$ cat config.mk
export PLATFORM = sky130hd
export DESIGN_NAME = target_frame_deframer_crc16_core
export DESIGN_NICKNAME = d
export VERILOG_FILES = /design/src/hw/rtl/tfd_pkg.sv /design/src/hw/rtl/tfd_crc_unit.sv /design/src/hw/rtl/tfd_emitter.sv /design/src/hw/rtl/target_frame_deframer_crc16_core.sv
export SDC_FILE = /design/constraint.sdc
export NUM_CORES = 1
export LEC_CHECK = 0
export BUFFER_PORTS_ARGS = -buffer_cell sky130_fd_sc_hd__buf_2
export CAP_MARGIN = 5
export CORE_MARGIN = 10
export CORE_UTILIZATION = 42
export DETAILED_ROUTE_END_ITERATION = 12
export PLACE_DENSITY_LB_ADDON = 0.25
export REMOVE_ABC_BUFFERS = 1
export SLEW_MARGIN = 0
export SYNTH_ARGS = -nofsm -noshare
export SYNTH_HDL_FRONTEND = slang
export SYNTH_HIERARCHICAL = 1
export SYNTH_SLANG_ARGS = --single-unit
export TNS_END_PERCENT = 30
$ cat constraint.sdc
create_clock -name clk -period 3.9 [get_ports clk]
set_clock_uncertainty 0.05 [all_clocks]
set_input_delay 0.78 -clock clk [delete_from_list [all_inputs] [get_ports clk]]
set_output_delay 0.78 -clock clk [all_outputs]
set_load 0.05 [all_outputs]
$ cat src/hw/rtl/tfd_pkg.sv
// Shared types and constants for the target frame deframer.
package tfd_pkg;

    // Frame layout: sync pair, version, sequence, count, records, CRC.
    localparam logic [7:0] SYNC0      = 8'hAA;
    localparam logic [7:0] SYNC1      = 8'h55;
    localparam logic [6:0] HDR_BYTES  = 7'd5;
    localparam int         REC_BYTES  = 8;

    // CRC-16/CCITT-FALSE: no reflection, no final xor.
    localparam logic [15:0] CRC_POLY  = 16'h1021;
    localparam logic [15:0] CRC_INIT  = 16'hFFFF;

    // One byte handed to the bit-serial CRC unit.
    typedef struct packed {
        logic       start;
        logic       use_init;
        logic [7:0] data;
    } tfd_crc_cmd_t;

    // Request to emit the results of a frame that passed its CRC.
    typedef struct packed {
        logic       start;
        logic [7:0] seq;
        logic [3:0] count;
    } tfd_emit_req_t;

    // Emitter status seen by the parser.
    typedef struct packed {
        logic idle;
        logic busy;
    } tfd_emit_st_t;

endpackage

$ cat src/hw/rtl/tfd_crc_unit.sv
// Bit-serial CRC-16/CCITT-FALSE unit: one polynomial step per clock.
module tfd_crc_unit (
    input  logic                  clk,
    input  logic                  rst_n,
    input  tfd_pkg::tfd_crc_cmd_t cmd,
    output logic [15:0]           crc,
    output logic                  busy
);
    import tfd_pkg::*;

    logic [15:0] crc_reg;
    logic [15:0] crc_next;
    logic [3:0]  cnt_reg;
    logic [3:0]  cnt_next;

    // Load folds the byte into the high half; each busy cycle shifts one bit.
    always_comb
    begin
        crc_next = crc_reg;
        cnt_next = cnt_reg;
        if (cmd.start)
        begin
            crc_next = (cmd.use_init ? CRC_INIT : crc_reg) ^ {cmd.data, 8'h00};
            cnt_next = 4'd8;
        end
        else if (cnt_reg != 4'd0)
        begin
            crc_next = crc_reg[15] ? ({crc_reg[14:0], 1'b0} ^ CRC_POLY)
                                   : {crc_reg[14:0], 1'b0};
            cnt_next = cnt_reg - 4'd1;
        end
    end

    always_ff @(posedge clk or negedge rst_n)
    begin
        if (!rst_n)
        begin
            crc_reg <= CRC_INIT;
            cnt_reg <= 4'd0;
        end
        else
        begin
            crc_reg <= crc_next;
            cnt_reg <= cnt_next;
        end
    end

    assign crc  = crc_reg;
    assign busy = (cnt_reg != 4'd0);

endmodule

$ cat src/hw/rtl/tfd_emitter.sv
// Record buffer and result sequencer: one item per 8-byte record read, or one empty item.
module tfd_emitter #(
    parameter int MAX_TARGETS = 8
) (
    input  logic                                        clk,
    input  logic                                        rst_n,
    input  logic                                        wr_en,
    input  logic [$clog2(MAX_TARGETS*tfd_pkg::REC_BYTES)-1:0] wr_addr,
    input  logic [7:0]                                  wr_data,
    input  tfd_pkg::tfd_emit_req_t                      req,
    output tfd_pkg::tfd_emit_st_t                       status,
    output logic                                        out_valid,
    input  logic                                        out_ready,
    output logic [7:0]                                  frame_seq,
    output logic [3:0]                                  target_count,
    output logic [2:0]                                  target_index,
    output logic                                        target_present,
    output logic signed [15:0]                          range_cm,
    output logic signed [15:0]                          velocity_cms,
    output logic signed [15:0]                          angle_centideg,
    output logic [15:0]                                 snr_q8,
    output logic                                        last_of_frame
);
    import tfd_pkg::*;

    localparam int DEPTH = MAX_TARGETS * REC_BYTES;
    localparam int AW    = $clog2(DEPTH);

    typedef enum logic [1:0] {
        E_IDLE,
        E_READ,
        E_FILL,
        E_OUT
    } emit_state_t;

    emit_state_t state_reg;
    emit_state_t state_next;
    logic [3:0]  idx_reg;
    logic [3:0]  idx_next;
    logic [2:0]  k_reg;
    logic [2:0]  k_next;
    logic        pend_reg;
    logic [2:0]  pend_k_reg;
    logic        last_reg;
    logic        last_next;
    logic        present_reg;
    logic        present_next;

    logic [7:0]    mem [DEPTH];
    logic [7:0]    rd_data_reg;
    logic [AW-1:0] rd_addr;
    logic          rd_en;
    logic          clr_rec;
    logic [7:0]    rec_reg [REC_BYTES];
    logic [7:0]    seq_reg;
    logic [3:0]    count_reg;

    assign rd_en   = (state_reg == E_READ);
    assign rd_addr = AW'({idx_reg, k_reg});
    assign clr_rec = (state_reg == E_IDLE) && req.start && (req.count == 4'd0);

    // Sequencer next state.
    always_comb
    begin
        state_next   = state_reg;
        idx_next     = idx_reg;
        k_next       = k_reg;
        last_next    = last_reg;
        present_next = present_reg;
        case (state_reg)
            E_IDLE:
            begin
                if (req.start)
                begin
                    idx_next = 4'd0;
                    k_next   = 3'd0;
                    if (req.count == 4'd0)
                    begin
                        present_next = 1'b0;
                        last_next    = 1'b1;
                        state_next   = E_OUT;
                    end
                    else
                    begin
                        present_next = 1'b1;
                        state_next   = E_READ;
                    end
                end
            end
            E_READ:
            begin
                k_next = k_reg + 3'd1;
                if (k_reg == 3'd7)
                begin
                    state_next = E_FILL;
                end
            end
            E_FILL:
            begin
                last_next  = (4'(idx_reg + 4'd1) == count_reg);
                state_next = E_OUT;
            end
            E_OUT:
            begin
                if (out_ready)
                begin
                    if (last_reg)
                    begin
                        state_next = E_IDLE;
                    end
                    else
                    begin
                        idx_next   = idx_reg + 4'd1;
                        k_next     = 3'd0;
                        state_next = E_READ;
                    end
                end
            end
            default:
            begin
                state_next = E_IDLE;
            end
        endcase
    end

    // State and registered control outputs.
    always_ff @(posedge clk or negedge rst_n)
    begin
        if (!rst_n)
        begin
            state_reg   <= E_IDLE;
            idx_reg     <= 4'd0;
            k_reg       <= 3'd0;
            pend_reg    <= 1'b0;
            pend_k_reg  <= 3'd0;
            last_reg    <= 1'b0;
            present_reg <= 1'b0;
        end
        else
        begin
            state_reg   <= state_next;
            idx_reg     <= idx_next;
            k_reg       <= k_next;
            pend_reg    <= rd_en;
            pend_k_reg  <= k_reg;
            last_reg    <= last_next;
            present_reg <= present_next;
        end
    end

    // Record memory, registered read, and record assembly.
    always_ff @(posedge clk)
    begin
        if (wr_en)
        begin
            mem[wr_addr] <= wr_data;
        end
        if (rd_en)
        begin
            rd_data_reg <= mem[rd_addr];
        end
        if (clr_rec)
        begin
            for (int j = 0; j < REC_BYTES; j++)
            begin
                rec_reg[j] <= 8'h00;
            end
        end
        else if (pend_reg)
        begin
            rec_reg[pend_k_reg] <= rd_data_reg;
        end
        if ((state_reg == E_IDLE) && req.start)
        begin
            seq_reg   <= req.seq;
            count_reg <= req.count;
        end
    end

    assign status.idle = (state_reg == E_IDLE);
    assign status.busy = (state_reg != E_IDLE) && !((state_reg == E_OUT) && last_reg);

    // Result item, all from registers.
    assign out_valid      = (state_reg == E_OUT);
    assign frame_seq      = seq_reg;
    assign target_count   = count_reg;
    assign target_index   = idx_reg[2:0];
    assign target_present = present_reg;
    assign range_cm       = {rec_reg[1], rec_reg[0]};
    assign velocity_cms   = {rec_reg[3], rec_reg[2]};
    assign angle_centideg = {rec_reg[5], rec_reg[4]};
    assign snr_q8         = {rec_reg[7], rec_reg[6]};
    assign last_of_frame  = last_reg;

endmodule

$ cat src/hw/rtl/target_frame_deframer_crc16_core.sv
// Top level of the sync-word framed target deframer with CRC-16/CCITT-FALSE.
// A byte that enters the CRC (sync, header and record bytes) is accepted and then stalls
// intake while the bit-serial CRC unit shifts it, which shifts one bit per clock.
// Bytes outside a frame, dropped bytes and the two CRC bytes do not start the CRC unit.
// At the end of a good frame each target is read byte by byte through the single read
// port of the record memory, then filled and output, plus any wait on out_ready; intake
// stalls until the final item of the frame is held in the output register. The record
// memory holds MAX_TARGETS*8 bytes and needs no clearing pass after reset.
module target_frame_deframer_crc16_core #(
    parameter int MAX_TARGETS = 8
) (
    input  logic               clk,
    input  logic               rst_n,
    input  logic               cfg_we,
    input  logic [1:0]         cfg_index,
    input  logic [7:0]         cfg_data,
    input  logic               in_valid,
    output logic               in_ready,
    input  logic [7:0]         rx_byte,
    output logic               out_valid,
    input  logic               out_ready,
    output logic [7:0]         frame_seq,
    output logic [3:0]         target_count,
    output logic [2:0]         target_index,
    output logic               target_present,
    output logic signed [15:0] range_cm,
    output logic signed [15:0] velocity_cms,
    output logic signed [15:0] angle_centideg,
    output logic [15:0]        snr_q8,
    output logic               last_of_frame
);
    import tfd_pkg::*;

    localparam int         AW     = $clog2(MAX_TARGETS * REC_BYTES);
    localparam logic [7:0] MT_CAP = 8'(MAX_TARGETS);

    localparam logic [1:0] REG_EXPECTED_VERSION = 2'd0;
    localparam logic [1:0] REG_MAX_TARGET_LIMIT = 2'd1;

    logic [7:0]    exp_ver_reg;
    logic [3:0]    max_lim_reg;
    logic [6:0]    bc_reg;
    logic [6:0]    bc_next;
    logic [7:0]    version_hold_reg;
    logic [7:0]    seq_hold_reg;
    logic [3:0]    count_hold_reg;
    logic [7:0]    crc_low_reg;
    logic [7:0]    version_hold_next;
    logic [7:0]    seq_hold_next;
    logic [3:0]    count_hold_next;
    logic [7:0]    crc_low_next;

    logic [6:0]    pay_end;
    logic          at_crc_hi;
    logic [7:0]    lim_eff;
    logic          in_fire;
    logic [15:0]   crc_val;
    logic          crc_busy;
    tfd_crc_cmd_t  crc_cmd;
    tfd_emit_req_t emit_req;
    tfd_emit_st_t  emit_st;
    logic          wr_en;
    logic [AW-1:0] wr_addr;

    // Configuration registers; unknown indexes are ignored.
    always_ff @(posedge clk or negedge rst_n)
    begin
        if (!rst_n)
        begin
            exp_ver_reg <= 8'd1;
            max_lim_reg <= 4'd8;
        end
        else if (cfg_we)
        begin
            case (cfg_index)
                REG_EXPECTED_VERSION: exp_ver_reg <= cfg_data;
                REG_MAX_TARGET_LIMIT: max_lim_reg <= cfg_data[3:0];
                default:              ;
            endcase
        end
    end

    // Last record byte sits just before the CRC; the high CRC byte follows the low one.
    assign pay_end   = HDR_BYTES + {count_hold_reg, 3'b000};
    assign at_crc_hi = (bc_reg >= HDR_BYTES) && (bc_reg == 7'(pay_end + 7'd1));
    assign lim_eff   = ({4'd0, max_lim_reg} > MT_CAP) ? MT_CAP : {4'd0, max_lim_reg};

    // Intake stalls while the CRC unit shifts, while results are read out, and at the
    // final CRC byte until the previous frame's last item has left.
    assign in_ready = !crc_busy && !emit_st.busy && !(at_crc_hi && !emit_st.idle);
    assign in_fire  = in_valid && in_ready;

    // Frame parser: byte position decides what each item means.
    always_comb
    begin
        bc_next           = bc_reg;
        version_hold_next = version_hold_reg;
        seq_hold_next     = seq_hold_reg;
        count_hold_next   = count_hold_reg;
        crc_low_next      = crc_low_reg;
        crc_cmd           = '0;
        crc_cmd.data      = rx_byte;
        emit_req          = '0;
        emit_req.seq      = seq_hold_reg;
        emit_req.count    = count_hold_reg;
        wr_en             = 1'b0;
        wr_addr           = AW'(bc_reg - HDR_BYTES);
        if (in_fire)
        begin
            if (bc_reg == 7'd0)
            begin
                if (rx_byte == SYNC0)
                begin
                    crc_cmd.start    = 1'b1;
                    crc_cmd.use_init = 1'b1;
                    bc_next          = 7'd1;
                end
            end
            else if (bc_reg == 7'd1)
            begin
                if (rx_byte == SYNC1)
                begin
                    crc_cmd.start = 1'b1;
                    bc_next       = 7'd2;
                end
                else
                begin
                    bc_next = 7'd0;
                end
            end
            else if (bc_reg == 7'd2)
            begin
                version_hold_next = rx_byte;
                crc_cmd.start     = 1'b1;
                bc_next           = 7'd3;
            end
            else if (bc_reg == 7'd3)
            begin
                seq_hold_next = rx_byte;
                crc_cmd.start = 1'b1;
                bc_next       = 7'd4;
            end
            else if (bc_reg == 7'd4)
            begin
                // Header check against the registers as they stand now.
                if ((version_hold_reg != exp_ver_reg) || (rx_byte > lim_eff))
                begin
                    bc_next = 7'd0;
                end
                else
                begin
                    count_hold_next = rx_byte[3:0];
                    crc_cmd.start   = 1'b1;
                    bc_next         = HDR_BYTES;
                end
            end
            else if (bc_reg < pay_end)
            begin
                wr_en         = 1'b1;
                crc_cmd.start = 1'b1;
                bc_next       = bc_reg + 7'd1;
            end
            else if (bc_reg == pay_end)
            begin
                crc_low_next = rx_byte;
                bc_next      = bc_reg + 7'd1;
            end
            else
            begin
                // High CRC byte: compare and hand a good frame to the emitter.
                bc_next        = 7'd0;
                emit_req.start = ({rx_byte, crc_low_reg} == crc_val);
            end
        end
    end

    always_ff @(posedge clk or negedge rst_n)
    begin
        if (!rst_n)
        begin
            bc_reg           <= 7'd0;
            version_hold_reg <= 8'd0;
            seq_hold_reg     <= 8'd0;
            count_hold_reg   <= 4'd0;
            crc_low_reg      <= 8'd0;
        end
        else
        begin
            bc_reg           <= bc_next;
            version_hold_reg <= version_hold_next;
            seq_hold_reg     <= seq_hold_next;
            count_hold_reg   <= count_hold_next;
            crc_low_reg      <= crc_low_next;
        end
    end

    tfd_crc_unit u_crc (
        .clk   (clk),
        .rst_n (rst_n),
        .cmd   (crc_cmd),
        .crc   (crc_val),
        .busy  (crc_busy)
    );

    tfd_emitter #(
        .MAX_TARGETS (MAX_TARGETS)
    ) u_emit (
        .clk            (clk),
        .rst_n          (rst_n),
        .wr_en          (wr_en),
        .wr_addr        (wr_addr),
        .wr_data        (rx_byte),
        .req            (emit_req),
        .status         (emit_st),
        .out_valid      (out_valid),
        .out_ready      (out_ready),
        .frame_seq      (frame_seq),
        .target_count   (target_count),
        .target_index   (target_index),
        .target_present (target_present),
        .range_cm       (range_cm),
        .velocity_cms   (velocity_cms),
        .angle_centideg (angle_centideg),
        .snr_q8         (snr_q8),
        .last_of_frame  (last_of_frame)
    );

    // No item is taken while the CRC unit is still shifting the previous byte.
    a_no_intake_during_crc: assert property (@(posedge clk) disable iff (!rst_n)
        crc_busy |-> !in_ready)
        else $error("item accepted while CRC unit busy");

    // A good frame is only handed over to an idle emitter.
    a_emit_only_when_idle: assert property (@(posedge clk) disable iff (!rst_n)
        emit_req.start |-> emit_st.idle)
        else $error("emit request while emitter not idle");

    // An accepted target count never exceeds the record buffer.
    a_count_in_range: assert property (@(posedge clk) disable iff (!rst_n)
        (bc_reg >= HDR_BYTES) |-> (count_hold_reg <= MT_CAP[3:0] || MAX_TARGETS > 15))
        else $error("target count beyond buffer");

    // Byte position stays within the frame length derived from the count.
    a_position_in_frame: assert property (@(posedge clk) disable iff (!rst_n)
        (bc_reg >= HDR_BYTES) |-> (bc_reg <= 7'(pay_end + 7'd1)))
        else $error("byte position past end of frame");

endmodule

==> metrics <==
number of antenna violations at the first check in global routing=5; top post-synthesis cells by count=edfxtp_1 (596), mux4_2 (122), nor2_1 (94), and2_1 (68), dfrtp_1 (64); dominant cells by area after synthesis=edfxtp_1 (64%), mux4_2 (9.9%), dfrtp_1 (5.8%), dfstp_2 (1.7%), and2_1 (1.5%); clock input transition at the sequential cells of the worst setup and hold paths=about 60 ps; # rows=94; residual antenna-violating net count after detailed routing=0; RD Place Congestion=~0.84; global-route wire length before repair=between 90 and 100 mm; number of buffers added by the clock tree synthesis step=71; worst hold margin=about 280 ps; CP cell instances=ha_1, and4_1, and2_1, a211oi_1, nand2_1, nor3_1, and2_1, nand2_1, buf_4, o21ai_1; worst r2r dst=u_emit/rec_reg[4][0]$_SDFFCE_PN0P_; Max transition margin=0.322; final HPWL from detailed placement=around 44 mm; CTS tree=done; status=complete, no violations; R2R Path Start=bc_reg[5]$_DFFE_PN0P_; biggest fanout along the worst timing path=8; final routed wire length divided by cell count=between 20 and 25 um; mapped cell area=~28000 um^2; Peak supply drop=roughly 530 uV; longest individual stage delay on the worst path=460 ps; die footprint=~77000 um^2; sequential area share after synthesis=0.718; max frequency=between 200 and 300 MHz; max-slew violation count=0; Avg Cell Area, Syn=18.1 um^2; RSZ-0062 raised after global routing=yes; Cells after DPL=2572; leak pwr=between 10 and 15 nW; minimum period implied by the final worst setup slack=around 3600 ps; number of global-route vias before repair=~15k; EDFF count, synth=between 500 and 600; fraction of layout instances using a drive strength above 1=0.288; transition at the pin with the smallest max-transition slack=around 1000 ps; Clk Latency, worst-skew pair=around 620 ps; Worst R2R Path Depth=10; cell accounting for the most synthesized area=edfxtp_1; remaining global-route overflow=0; launch point of the critical path=bc_reg[5]$_DFFE_PN0P_; clk buf depth=3; endpoints failing setup=0; largest net degree at the start of global routing=slightly above 80; Global Route Usage Sum=0.169; Yosys reg bits=about 680; area of the core region=~66000 um^2; flip-flop count of the largest register, all copies and words added=512; critical path capture point type=flop; final clock period utilization by the worst path=0.935; count of warnings emitted by yosys=6; data required time of the critical path=4080 ps; share of the synthesized area in the top cell type=0.643; Hold Crit Class=input pin to async pin; highest-delay cell along the critical path=dfrtp_1; Worst R2R Setup Slack=roughly 260 ps; count of pins on the block boundary=between 100 and 150; number of standard cells in the final layout excluding fillers=between 2k and 3k; max-cap violations=0; clock root buffer=clkbuf_16; total number of vias=between 10k and 15k; port buffer count=105; Die Height=roughly 280 um; total number of H-tree levels=3; fin nets=1827; effective utilization at floorplan=0.423; category of the critical setup timing path=flop to flop; top-count cell post-synth=edfxtp_1; CTS Sinks=around 680; number of antenna diodes=0; drt first-iter violations=1225; total design power=20.4 mW; Die Wd=277 um; Hold Vio Cnt, Final=0; area grow syn2layout=16.0%; wire length reported by the detailed router=66.1 mm; number of instances in the synthesized netlist=1539; number of buffers inserted for hold repair after clock tree synthesis=0; most instantiated flip-flop cell in the synthesis netlist=edfxtp_1; arrival time reported for the critical path endpoint=3830 ps; number of distinct library cells after synthesis=76; total power per unit cell area=approximately 630 nW/um^2; Initial DRT Pass Iterations=6; endpoint of the most critical setup path=u_emit/rec_reg[4][0]$_SDFFCE_PN0P_; Worst setup SP type=flop; DRC violations left=0; Avg Vias per Cell=approximately 5.5; FFs w/ async S/R, synth=0.121
## critical path, delay by kind of cell, from the launching register on
kind	cells	cell delay [ps]
AND/OR/NAND/NOR	6	1310
AO/OA/AOI/OAI	2	790
flip-flops	1	460
adder cells (fa/ha/maj)	1	360
buffers and inverters	1	300
## worst min path at each step
stage / startpoint / endpoint / slack (ps) / cells after the start
4_1_cts: rst_n / exp_ver_reg[2]$_DFFE_PN0P_ / 300 / 1
3_3_place_gp: seq_hold_reg[6]$_DFFE_PN0P_ / u_emit/frame_seq[6]$_DFFE_PN_ / 380 / 0
3_5_place_dp: seq_hold_reg[0]$_DFFE_PN0P_ / u_emit/frame_seq[0]$_DFFE_PN_ / 380 / 0
2_1_floorplan: seq_hold_reg[1]$_DFFE_PN0P_ / u_emit/frame_seq[1]$_DFFE_PN_ / 370 / 0
5_1_grt: rst_n / exp_ver_reg[2]$_DFFE_PN0P_ / 330 / 1
6_report: rst_n / exp_ver_reg[2]$_DFFE_PN0P_ / 280 / 1
## report_power, final
| group | switching (mW) | internal (mW) |
|---|---|---|
| logic | 2.95 | 2.11 |
| clock network | 2.69 | 3.76 |
| registers | 0.548 | 8.37 |
## layout make-up
class | instances | area, um^2
flip-flops and latches | 678 | 20000
clock buffers | 102 | 2030
fillers | 5419 | 33500
repair buffers | 238 | 1590
clock inverters | 27 | 195
multi-input cells | 766 | 7310
well taps | 864 | 1080
inverters | 27 | 104
## what timing repair did
| action | CTS | global route |
|---|---|---|
| gates resized for setup | 0 | 10 |
| buffers inserted | 0 | 1 |
| endpoints found under the setup margin | 0 | 56 |
## kinds of logic after synthesis
family,count (synthesis),share of synthesized area
muxes,205,0.136
DFF,678,0.718
and+or+nand+nor,342,0.0660
AOI/OAI and AO/OA,159,0.0385
buffers and inverters,95,0.0202
xor gates and xnor gates,38,0.0120
adders and majority gates,22,0.00989
## per-layer routing
metal / up-vias / global-route usage / part of all wire
met4: 0 / 0.0514 / 0.025
met3: 109 / 0.0307 / 0.059
met5: - / 0 / 0
li1: 6621 / - / -
met2: 482 / 0.272 / 0.48
met1: 7743 / 0.232 / 0.43
## metrics by stage
step                instance area, um^2  setup WS, ps  setup TNS (ps)  utilization
floorplan                         27400         -2170          -24550            -
global placement                  30000           213               0        0.457
detailed placement                30000           101               0        0.457
CTS                               32300          88.3               0        0.491
global route                      32300         -25.1            -373        0.491
finish                            32300           255               0        0.491
## cell usage in the layout (no fill, tap or decap), types with 21 or more instances in the layout
cell type  instances
ha_1              22
mux4_2           122
nand3_1           22
buf_2            104
xor2_1            23
mux2i_1           33
nor3_1            36
a21oi_1           25
o21ai_0           30
mux2_2            27
o22ai_1           21
inv_1             26
edfxtp_1         596
nand2_1           38
dfrtp_1           61
nor2_1            94
clkbuf_16         76
clkbuf_1          23
and2_1            68
buf_4            129
(Power assumes the default switching activity.)
